File: src/rtl/fpfa_pkg.sv
// Package for the fixed-partition fit allocator.
// Holds the request and response payload types, the codes and the search control struct.
// Has no dependencies; every other file of the block imports it.
package fpfa_pkg;

   localparam logic OP_ADD   = 1'b0;
   localparam logic OP_ALLOC = 1'b1;

   localparam logic [1:0] POLICY_FIRST = 2'd0;
   localparam logic [1:0] POLICY_BEST  = 2'd1;
   localparam logic [1:0] POLICY_WORST = 2'd2;

   localparam logic [1:0] STATUS_OK      = 2'd0;
   localparam logic [1:0] STATUS_FULL    = 2'd1;
   localparam logic [1:0] STATUS_NO_FIT  = 2'd2;

   typedef struct packed {
      logic        opcode;
      logic [15:0] amount;
      logic [7:0]  owner_id;
   } req_type;

   typedef struct packed {
      logic [1:0]  status;
      logic [2:0]  block_index;
      logic [15:0] slot_size;
      logic [3:0]  free_slots;
      logic [18:0] free_total;
      logic [3:0]  taken_slots;
      logic [18:0] occupied_total;
   } rsp_type;

   typedef struct packed {
      logic       active;
      logic       found;
      logic [1:0] policy;
   } search_ctl_type;

   typedef struct packed {
      logic add;
      logic take;
   } cell_cmd_type;

endpackage

File: src/rtl/fpfa_cell.sv
// One partition cell of the allocator chain: holds one table entry and one search stage.
// Depends on fpfa_pkg for the search control and command structs.
// The search record moves from each cell to the next one every cycle.
module fpfa_cell import fpfa_pkg::*; #(
   parameter int SIZE_BITS = 16,
   parameter int IDX_W     = 3,
   parameter int CELL_IDX  = 0
) (
   input  logic                 clock,
   input  logic                 reset,
   input  search_ctl_type       ctl_in,
   input  logic [SIZE_BITS-1:0] need_in,
   input  logic [IDX_W-1:0]     pick_idx_in,
   input  logic [SIZE_BITS-1:0] pick_size_in,
   output search_ctl_type       ctl_out,
   output logic [SIZE_BITS-1:0] need_out,
   output logic [IDX_W-1:0]     pick_idx_out,
   output logic [SIZE_BITS-1:0] pick_size_out,
   input  cell_cmd_type         cmd,
   input  logic [IDX_W-1:0]     cmd_idx,
   input  logic [SIZE_BITS-1:0] cmd_size,
   input  logic [7:0]           cmd_owner
);

   logic                 in_use_ff, in_use_in;
   logic                 free_ff, free_in;
   logic [SIZE_BITS-1:0] size_ff, size_in;
   logic [7:0]           owner_ff, owner_in;
   search_ctl_type       ctl_ff, ctl_in_next;
   logic [SIZE_BITS-1:0] need_ff, need_in_next;
   logic [IDX_W-1:0]     idx_ff, idx_in;
   logic [SIZE_BITS-1:0] pick_ff, pick_in;
   logic                 hit;
   logic                 take;
   logic                 selected;

   always_comb begin
      hit  = ctl_in.active && in_use_ff && free_ff && (size_ff >= need_in);
      take = hit && (!ctl_in.found ||
                     (ctl_in.policy == POLICY_BEST  && size_ff < pick_size_in) ||
                     (ctl_in.policy == POLICY_WORST && size_ff > pick_size_in));

      ctl_in_next        = ctl_in;
      ctl_in_next.found  = ctl_in.found || hit;
      need_in_next       = need_in;
      idx_in             = take ? IDX_W'(CELL_IDX) : pick_idx_in;
      pick_in            = take ? size_ff : pick_size_in;

      selected  = (cmd_idx == IDX_W'(CELL_IDX));
      in_use_in = in_use_ff;
      free_in   = free_ff;
      size_in   = size_ff;
      owner_in  = owner_ff;
      if (cmd.add && selected) begin
         in_use_in = 1'b1;
         free_in   = 1'b1;
         size_in   = cmd_size;
         owner_in  = '0;
      end else if (cmd.take && selected) begin
         free_in  = 1'b0;
         owner_in = cmd_owner;
      end
   end

   always_ff @(posedge clock) begin
      if (reset) begin
         in_use_ff <= 1'b0;
         free_ff   <= 1'b1;
         ctl_ff    <= '0;
      end else begin
         in_use_ff <= in_use_in;
         free_ff   <= free_in;
         ctl_ff    <= ctl_in_next;
      end
      size_ff  <= size_in;
      owner_ff <= owner_in;
      need_ff  <= need_in_next;
      idx_ff   <= idx_in;
      pick_ff  <= pick_in;
   end

   assign ctl_out       = ctl_ff;
   assign need_out      = need_ff;
   assign pick_idx_out  = idx_ff;
   assign pick_size_out = pick_ff;

endmodule

File: src/rtl/fixed_partition_fit_allocator_core.sv
// Top level of the fixed-partition fit allocator: control sequencer, totals and cell chain.
// Depends on fpfa_pkg and instantiates fpfa_cell once per partition.
// An allocate request passes ST_LAUNCH and ST_SEARCH, as the search record walks the chain
// of MAX_PARTS cells one cell per cycle; an add goes straight to ST_REPLY, which waits for
// a free output register. One request is in flight at a time; a new one is accepted while
// the last response waits in the output register. The user must write the search policy
// through the csr port while no request is in flight (not enforced); code 3 is first fit.
module fixed_partition_fit_allocator_core import fpfa_pkg::*; #(
   parameter int MAX_PARTS = 8,
   parameter int SIZE_BITS = 16
) (
   input  logic       clock,
   input  logic       reset,
   input  logic       req_valid,
   output logic       req_ready,
   input  req_type    req_data,
   output logic       rsp_valid,
   input  logic       rsp_ready,
   output rsp_type    rsp_data,
   input  logic       csr_valid,
   output logic       csr_ready,
   input  logic [1:0] csr_data
);

   localparam int IDX_W = (MAX_PARTS > 1) ? $clog2(MAX_PARTS) : 1;
   localparam int CNT_W = $clog2(MAX_PARTS + 1);

   typedef enum logic [1:0] {
      ST_IDLE,
      ST_LAUNCH,
      ST_SEARCH,
      ST_REPLY
   } state_type;

   state_type            state_ff, state_in;
   logic [1:0]           policy_ff, policy_in;
   logic [CNT_W-1:0]     count_ff, count_in;
   logic [3:0]           fb_ff, fb_in;
   logic [18:0]          ft_ff, ft_in;
   logic [3:0]           ob_ff, ob_in;
   logic [18:0]          ot_ff, ot_in;
   req_type              req_ff, req_in;
   rsp_type              pend_ff, pend_in;
   rsp_type              rsp_ff, rsp_in;
   logic                 rsp_valid_ff, rsp_valid_in;

   search_ctl_type       ctl_w  [MAX_PARTS+1];
   logic [SIZE_BITS-1:0] need_w [MAX_PARTS+1];
   logic [IDX_W-1:0]     idx_w  [MAX_PARTS+1];
   logic [SIZE_BITS-1:0] pick_w [MAX_PARTS+1];

   cell_cmd_type         cmd;
   logic [IDX_W-1:0]     cmd_idx;
   logic [SIZE_BITS-1:0] cmd_size;
   logic [SIZE_BITS-1:0] amount_sized;
   logic                 req_accept;
   logic                 table_full;
   logic                 rsp_free;

   assign amount_sized = SIZE_BITS'(req_data.amount);
   assign req_accept   = req_valid && req_ready;
   assign table_full   = (count_ff == CNT_W'(MAX_PARTS));
   assign rsp_free     = !rsp_valid_ff || rsp_ready;

   assign ctl_w[0].active = (state_ff == ST_LAUNCH);
   assign ctl_w[0].found  = 1'b0;
   assign ctl_w[0].policy = policy_ff;
   assign need_w[0]       = SIZE_BITS'(req_ff.amount);
   assign idx_w[0]        = '0;
   assign pick_w[0]       = '0;

   for (genvar i = 0; i < MAX_PARTS; i++) begin : g_cell
      fpfa_cell #(
         .SIZE_BITS (SIZE_BITS),
         .IDX_W     (IDX_W),
         .CELL_IDX  (i)
      ) u_cell (
         .clock         (clock),
         .reset         (reset),
         .ctl_in        (ctl_w[i]),
         .need_in       (need_w[i]),
         .pick_idx_in   (idx_w[i]),
         .pick_size_in  (pick_w[i]),
         .ctl_out       (ctl_w[i+1]),
         .need_out      (need_w[i+1]),
         .pick_idx_out  (idx_w[i+1]),
         .pick_size_out (pick_w[i+1]),
         .cmd           (cmd),
         .cmd_idx       (cmd_idx),
         .cmd_size      (cmd_size),
         .cmd_owner     (req_ff.owner_id)
      );
   end

   always_comb begin
      state_in     = state_ff;
      policy_in    = (csr_valid && csr_ready) ? csr_data : policy_ff;
      count_in     = count_ff;
      fb_in        = fb_ff;
      ft_in        = ft_ff;
      ob_in        = ob_ff;
      ot_in        = ot_ff;
      req_in       = req_ff;
      pend_in      = pend_ff;
      rsp_in       = rsp_ff;
      rsp_valid_in = rsp_valid_ff && !rsp_ready;
      cmd          = '0;
      cmd_idx      = IDX_W'(count_ff);
      cmd_size     = amount_sized;

      unique case (state_ff)
         ST_IDLE: begin
            if (req_accept) begin
               req_in  = req_data;
               pend_in = '0;
               if (req_data.opcode == OP_ALLOC) begin
                  state_in = ST_LAUNCH;
               end else begin
                  state_in = ST_REPLY;
                  if (table_full) begin
                     pend_in.status = STATUS_FULL;
                  end else begin
                     cmd.add             = 1'b1;
                     count_in            = count_ff + CNT_W'(1);
                     fb_in               = fb_ff + 4'd1;
                     ft_in               = ft_ff + 19'(amount_sized);
                     pend_in.status      = STATUS_OK;
                     pend_in.block_index = 3'(count_ff);
                     pend_in.slot_size   = 16'(amount_sized);
                  end
                  pend_in.free_slots     = pend_in.status == STATUS_OK ? fb_in : fb_ff;
                  pend_in.free_total     = pend_in.status == STATUS_OK ? ft_in : ft_ff;
                  pend_in.taken_slots    = ob_ff;
                  pend_in.occupied_total = ot_ff;
               end
            end
         end
         ST_LAUNCH: begin
            state_in = ST_SEARCH;
         end
         ST_SEARCH: begin
            if (ctl_w[MAX_PARTS].active) begin
               state_in = ST_REPLY;
               pend_in  = '0;
               if (ctl_w[MAX_PARTS].found) begin
                  cmd.take            = 1'b1;
                  cmd_idx             = idx_w[MAX_PARTS];
                  fb_in               = fb_ff - 4'd1;
                  ft_in               = ft_ff - 19'(pick_w[MAX_PARTS]);
                  ob_in               = ob_ff + 4'd1;
                  ot_in               = ot_ff + 19'(pick_w[MAX_PARTS]);
                  pend_in.status      = STATUS_OK;
                  pend_in.block_index = 3'(idx_w[MAX_PARTS]);
                  pend_in.slot_size   = 16'(pick_w[MAX_PARTS]);
               end else begin
                  pend_in.status = STATUS_NO_FIT;
               end
               pend_in.free_slots     = fb_in;
               pend_in.free_total     = ft_in;
               pend_in.taken_slots    = ob_in;
               pend_in.occupied_total = ot_in;
            end
         end
         ST_REPLY: begin
            if (rsp_free) begin
               rsp_in       = pend_ff;
               rsp_valid_in = 1'b1;
               state_in     = ST_IDLE;
            end
         end
         default: begin
            state_in = ST_IDLE;
         end
      endcase
   end

   always_ff @(posedge clock) begin
      if (reset) begin
         state_ff     <= ST_IDLE;
         policy_ff    <= POLICY_FIRST;
         count_ff     <= '0;
         fb_ff        <= '0;
         ft_ff        <= '0;
         ob_ff        <= '0;
         ot_ff        <= '0;
         rsp_valid_ff <= 1'b0;
      end else begin
         state_ff     <= state_in;
         policy_ff    <= policy_in;
         count_ff     <= count_in;
         fb_ff        <= fb_in;
         ft_ff        <= ft_in;
         ob_ff        <= ob_in;
         ot_ff        <= ot_in;
         rsp_valid_ff <= rsp_valid_in;
      end
      req_ff  <= req_in;
      pend_ff <= pend_in;
      rsp_ff  <= rsp_in;
   end

   assign req_ready = (state_ff == ST_IDLE);
   assign csr_ready = 1'b1;
   assign rsp_valid = rsp_valid_ff;
   assign rsp_data  = rsp_ff;

endmodule

File: config.mk
export PLATFORM = sky130hd
export DESIGN_NAME = fixed_partition_fit_allocator_core
export DESIGN_NICKNAME = d
export VERILOG_FILES = /design/src/rtl/fpfa_pkg.sv /design/src/rtl/fpfa_cell.sv /design/src/rtl/fixed_partition_fit_allocator_core.sv
export SDC_FILE = /design/constraint.sdc
export NUM_CORES = 1
export LEC_CHECK = 0
export ABC_CLOCK_PERIOD_IN_PS = 6400
export BUFFER_PORTS_ARGS = -buffer_cell sky130_fd_sc_hd__buf_2
export CORE_UTILIZATION = 40
export CTS_CLUSTER_SIZE = 30
export DETAILED_ROUTE_END_ITERATION = 7
export GPL_ROUTABILITY_DRIVEN = 1
export PLACE_DENSITY_LB_ADDON = 0.08
export SYNTH_ARGS = -nofsm -noshare
export SYNTH_HDL_FRONTEND = slang
export SYNTH_HIERARCHICAL = 1
export SYNTH_SLANG_ARGS = --single-unit
File: constraint.sdc
create_clock -name clock -period 6.4 [get_ports clock]
set_clock_uncertainty 0.05 [all_clocks]
set_input_delay 1.28 -clock clock [delete_from_list [all_inputs] [get_ports clock]]
set_output_delay 1.28 -clock clock [all_outputs]
set_load 0.01 [all_outputs]
Yosys cells after proc, flatten, opt, wreduce, memory -nomap -nowiden
Index checks and enable logic that the tools add are counted.
{"block": "totals", "reg_bits": 640, "in_bits": 32, "output_inout_bits": 70, "elab_cells": 317}
{"block": "op_classes", "addsub": 7, "n_lt_le_gt_ge": 22, "eq_ne": 29, "muxes": 52, "bitwise": 2, "n_reduce_logical": 113}
{"operator": "2-to-1 mux 67 bit", "count": 3}
{"operator": "2-to-1 mux 19 bit", "count": 9}
{"operator": "case mux 67 bit (2 select lines)", "count": 1}
{"operator": "greater-or-equal comparator 16 bit", "count": 8}
{"operator": "greater-than comparator 16 bit", "count": 7}
{"operator": "less-than comparator 16 bit", "count": 7}
{"operator": "2-to-1 mux 16 bit", "count": 7}
{"operator": "logical AND 1 bit", "count": 63}
{"operator": "adder 19 x 16 -> 19 bit", "count": 2}
{"operator": "case mux 19 bit (2 select lines)", "count": 1}
{"operator": "2-to-1 mux 4 bit", "count": 7}
{"operator": "logical OR 1 bit", "count": 22}
{"operator": "subtractor 19 x 16 -> 19 bit", "count": 1}
{"operator": "equality test 2 bit, second input constant", "count": 9}
{"operator": "equality test 2 x 1 -> 1 bit, second input constant", "count": 8}
{"operator": "2-to-1 mux 2 bit", "count": 8}
{"operator": "OR reduction 2 bit", "count": 8}
{"operator": "adder 4 x 1 -> 4 bit, second input constant", "count": 3}
{"operator": "equality test 3 bit, second input constant", "count": 4}
{"operator": "2-to-1 mux 1 bit", "count": 11}
{"operator": "zero test 1 bit", "count": 9}
{"operator": "2-to-1 mux 3 bit", "count": 3}
{"operator": "case mux 2 bit (4 select lines)", "count": 1}
{"operator": "case mux 4 bit (2 select lines)", "count": 1}
{"operator": "other kinds (13)", "count": 22}

Logic depth before layout (Yosys ltp)
{"block": "depth", "word_depth": 10, "depth_mapped": 15, "ltp_nobuf": 11}

By module
The synthesis kept the hierarchy.
{"mod": "fixed_partition_fit_allocator_core", "n_inst": 1, "cells_each": 1055, "area_each_um2": 11103.1, "seq_area_each_um2": 5845.6}
{"mod": "fpfa_cell (g_cell[1].u_cell ...)", "n_inst": 2, "cells_each": 207, "area_each_um2": 2451.1, "seq_area_each_um2": 1301.2}
{"mod": "fpfa_cell (g_cell[3].u_cell ...)", "n_inst": 2, "cells_each": 207, "area_each_um2": 2448.6, "seq_area_each_um2": 1301.2}
{"mod": "fpfa_cell (g_cell[6].u_cell)", "n_inst": 1, "cells_each": 205, "area_each_um2": 2454.9, "seq_area_each_um2": 1301.2}
{"mod": "fpfa_cell (g_cell[0].u_cell)", "n_inst": 1, "cells_each": 208, "area_each_um2": 2448.6, "seq_area_each_um2": 1301.2}
{"mod": "fpfa_cell (g_cell[4].u_cell)", "n_inst": 1, "cells_each": 208, "area_each_um2": 2444.8, "seq_area_each_um2": 1301.2}
{"mod": "fpfa_cell (g_cell[7].u_cell)", "n_inst": 1, "cells_each": 204, "area_each_um2": 2439.8, "seq_area_each_um2": 1301.2}

Least setup slack after synthesis
Ideal clock, no wire load.
{"block": "synth_path", "kind": "input port to flip-flop", "from": "input rsp_ready", "to": "register rsp_ff (netlist bit rsp_data[0]), enable pin", "setup_time_ns": 0.500, "arrival_time_ns": 4.325, "t_required_ns": 5.850, "path_slack_ns": 1.524, "stages": 2, "n_path_buf": 0, "path_cell_list": "nor2b_1 > nor2b_1"}
{"block": "synth_between", "elab_chain_cells": 2}
{"element": "start: declaration", "line": "fixed_partition_fit_allocator_core.sv:18", "text": "input logic rsp_ready,"}
{"element": "logical OR 1 bit", "line": "fixed_partition_fit_allocator_core.sv:63", "text": "assign rsp_free = !rsp_valid_ff || rsp_ready;"}
{"element": "AND reduction 2 bit (no source line)"}
{"element": "end signal: assignment", "line": "fixed_partition_fit_allocator_core.sv:199", "text": "rsp_ff <= rsp_in;"}
{"element": "end: declaration", "line": "fixed_partition_fit_allocator_core.sv:44", "text": "rsp_type rsp_ff, rsp_in;"}
No other way between the ends.
A chain may end at the register's enable or synchronous reset.

Worst setup path in the final report
{"block": "layout_path", "from": "register state_ff[0]", "to": "register g_cell[0].u_cell.size_ff[6], enable pin"}
{"block": "layout_between", "word_cells_on_any_way": 8, "cone_classes": "eq/ne: 1; mux: 3; reduce/logical: 4"}
{"element": "start: declaration", "line": "fixed_partition_fit_allocator_core.sv:35", "text": "state_type state_ff, state_in;"}
{"element": "start signal: assignment", "line": "fixed_partition_fit_allocator_core.sv:188", "text": "state_ff <= state_in;"}
{"element": "equality test 2 bit", "line": "fixed_partition_fit_allocator_core.sv:111", "text": "unique case (state_ff)"}
{"element": "2-to-1 mux 3 bit", "line": "fixed_partition_fit_allocator_core.sv:111"}
{"element": "via cmd_idx[2]", "line": "fixed_partition_fit_allocator_core.sv:53", "text": "logic [IDX_W-1:0] cmd_idx;"}
{"element": "zero test 3 bit", "line": "fpfa_cell.sv:49", "text": "selected = (cmd_idx == IDX_W'(CELL_IDX));"}
{"element": "logical AND 1 bit", "line": "fpfa_cell.sv:54", "text": "if (cmd.add && selected) begin"}
{"element": "end signal: assignment", "line": "fpfa_cell.sv:75", "text": "size_ff <= size_in;"}
{"element": "end: declaration", "line": "fpfa_cell.sv:27", "text": "logic [SIZE_BITS-1:0] size_ff, size_in;"}
The timed path passes the listed nets, and every way through them passes these cells.

==> flow_summary.ini <==
[run_status]
outcome = completed

[cts]
post_cts_buffers = 0
cts_sinks = 643
cts-resized-gates = 0
numCtsBuffers = 72
clkTransAtPathRegs_ns = 0.06
clkLatencyLatePin_ns = 0.63
cts_hold_buf = 0
clk_path_buf_depth = 3
cts_tree = done
h-tree-depth = 3
cts_root_buf = clkbuf_16

[min_path]
min_path_cells = 0
hold_path_end = g_cell[6].u_cell/need_out[13]
hp-class = flip-flop to flip-flop
min-delay-start = g_cell[5].u_cell/need_out[13]

[power_and_ir_drop]
p_per_area_nw_per_um2 = 360
p_clk_frac = 0.343
power.leakage_nw = 14.7
seq_power_share = 0.441
pwr-share-comb = 0.216
p_int_w = 0.00854
p_sw_frac = 0.305
peakVddDrop_uv = 335
netSwitchingPower_w = 0.00374

[global_route]
grt_pass1_wl_um = 116000
gr-total-overflow = 0
grt_pass1_vias = 20200
track_usage = 0.199
grt_max_degree = 58
antenna_found_initial = 2

[layout]
areaGrowthSynthToFinish_pct = 13.3
final_nets = 3186
fin_cells = 3870
drive_above_1_share = 0.138

[die]
die_y_um = 276
core_area_um2 = 74400
ios = 102
dieArea_um2 = 76300
fp.dieW_um = 276
rows = 100
initial_core_util = 0.404

[timing]
tns_ns = 0
setup_violations = 0
fin_crit_ns = 3.84
fin_crit_sh = 0.599
hold_viol = 0
fmax_ghz = 0.261
slew_headroom = 0.185
slew_violations = 0
rsz0062_at_grt = false
worst_slew_pin_slew_ns = 1.22

[detailed_routing]
drc_errors = 0
drt_first_pass_iters = 6
first_iter_violations = 1230
wl_per_cell_um = 19.7
vias_per_cell = 5.16
antenna_left = 0
vias = 20000
wl_um = 76200

[worst_setup_path]
r2r_setup_slack_ns = 2.56
cp.required_ns = 6.60
crit_path_end_kind = flip-flop
r2r_end = g_cell[0].u_cell/size_ff[6]
crit_path_max_fanout = 28
critPathLaunchType = flip-flop
worstSetupPathType = flip-flop to flip-flop
r2r_start = state_ff[0]
reg2regPathDepth = 10
arrival_ns = 4.03

[placed_design]
place_hpwl_um = 55400
gp_congestion = 0.879
io_buffer_count = 92
dp_cells = 3733

[synthesis]
yosys_warnings = 6
syn_inst = 2680
syn_area_um2 = 30100
syn_area_per_cell_um2 = 11.2

[flow_run]
drv_cap = 0
power by group through the flow:
stage / Combinational, W / Sequential [W] / Clock [W]
detailed placement: 0.00264 / 0.00550 / 0
finish: 0.00266 / 0.00541 / 0.00421
CTS: 0.00266 / 0.00542 / 0.00435
global placement: 0.00257 / 0.00549 / 0
global route: 0.00297 / 0.00548 / 0.00449
floorplan: 0.00182 / 0.00540 / 0
per-layer routing:
layer	up-vias	routed length (um)	track usage
met5	-	14	0
met4	2	2520	0.0735
met3	138	4340	0.0364
met2	484	34100	0.321
met1	9490	35200	0.266
li1	9874	-	-
through the flow:
stage / utilization / power (W) / hold slack (ns) / instance area, um2 / setup slack (ns)
6_report: 0.458 / 0.0123 / 0.285 / 34100 / 2.56
5_1_grt: 0.458 / 0.0129 / 0.288 / 34100 / 2.18
4_1_cts: 0.458 / 0.0124 / 0.280 / 34100 / 2.53
3_5_place_dp: 0.425 / 0.00814 / 0.290 / 31600 / 2.19
3_3_place_gp: 0.425 / 0.00807 / 0.293 / 31600 / 2.22
2_1_floorplan: - / 0.00722 / 0.281 / 30200 / 1.52
cell usage in the layout (no fill, tap or decap), types with 19 or more instances in the layout:
| master | n |
|---|---|
| conb_1 | 38 |
| clkbuf_1 | 19 |
| a21o_1 | 38 |
| o21ai_0 | 99 |
| nand2b_1 | 33 |
| a21oi_1 | 184 |
| mux2_4 | 56 |
| xnor2_1 | 26 |
| clkbuf_16 | 72 |
| inv_1 | 331 |
| ha_1 | 313 |
| nor3_1 | 26 |
| nor2b_1 | 33 |
| nor2_1 | 125 |
| a211oi_1 | 23 |
| mux2_2 | 75 |
| nand4_1 | 44 |
| buf_4 | 19 |
| buf_2 | 91 |
| nand3_1 | 46 |
| edfxtp_1 | 278 |
| nand2_1 | 164 |
| dfxtp_1 | 365 |
flip-flops by register name, summed over array words and instances, names as in the netlist, 4 cells and up, named ones only:
name                         flops
g_cell.u_cell/pick_idx_out      24
rsp_data                        67
g_cell.u_cell/size_ff          128
count_ff                         4
ft_ff                           19
ot_ff                           19
g_cell.u_cell/ctl_out           30
need_w                          16
g_cell.u_cell/in_use_ff          8
ob_ff                            4
pend_ff                         67
g_cell.u_cell/need_out         112
g_cell.u_cell/pick_size_out    128
g_cell.u_cell/free_ff            8
how the worst max path moves through the flow:
stage / from / endpoint / depth (start not counted)
6_report: state_ff[0] / g_cell[0].u_cell/size_ff[6] / 10
5_1_grt: state_ff[0] / g_cell[0].u_cell/size_ff[6] / 10
4_1_cts: state_ff[0] / g_cell[0].u_cell/size_ff[15] / 10
3_5_place_dp: req_valid / g_cell[6].u_cell/size_ff[5] / 4
3_3_place_gp: req_valid / g_cell[6].u_cell/size_ff[5] / 4
2_1_floorplan: rsp_ready / rsp_data[0] / 2
critical path, cell delays in order, from the launching register on:
cell and delay (ns):
dfxtp_1 0.36, inv_1 0.09, ha_1 0.32, and2_1 0.20
nand2_1 0.06, buf_4 0.32, inv_1 0.32, nand2_1 0.14
nand2_1 0.37, nor3_1 0.42, and2_1 0.77
layout make-up:
type                            count  area (um2)
Fill cell                        6788       40400
Multi-Input combinational cell   1679       12900
Timing Repair Buffer              110         598
Clock inverter                     33         438
Tap cell                          969        1210
Inverter                          332        1250
Sequential cell                   643       15700
Clock buffer                      101        2010
Antenna cell                        3        7.51
No activity file was read; power rests on OpenSTA's default activity.
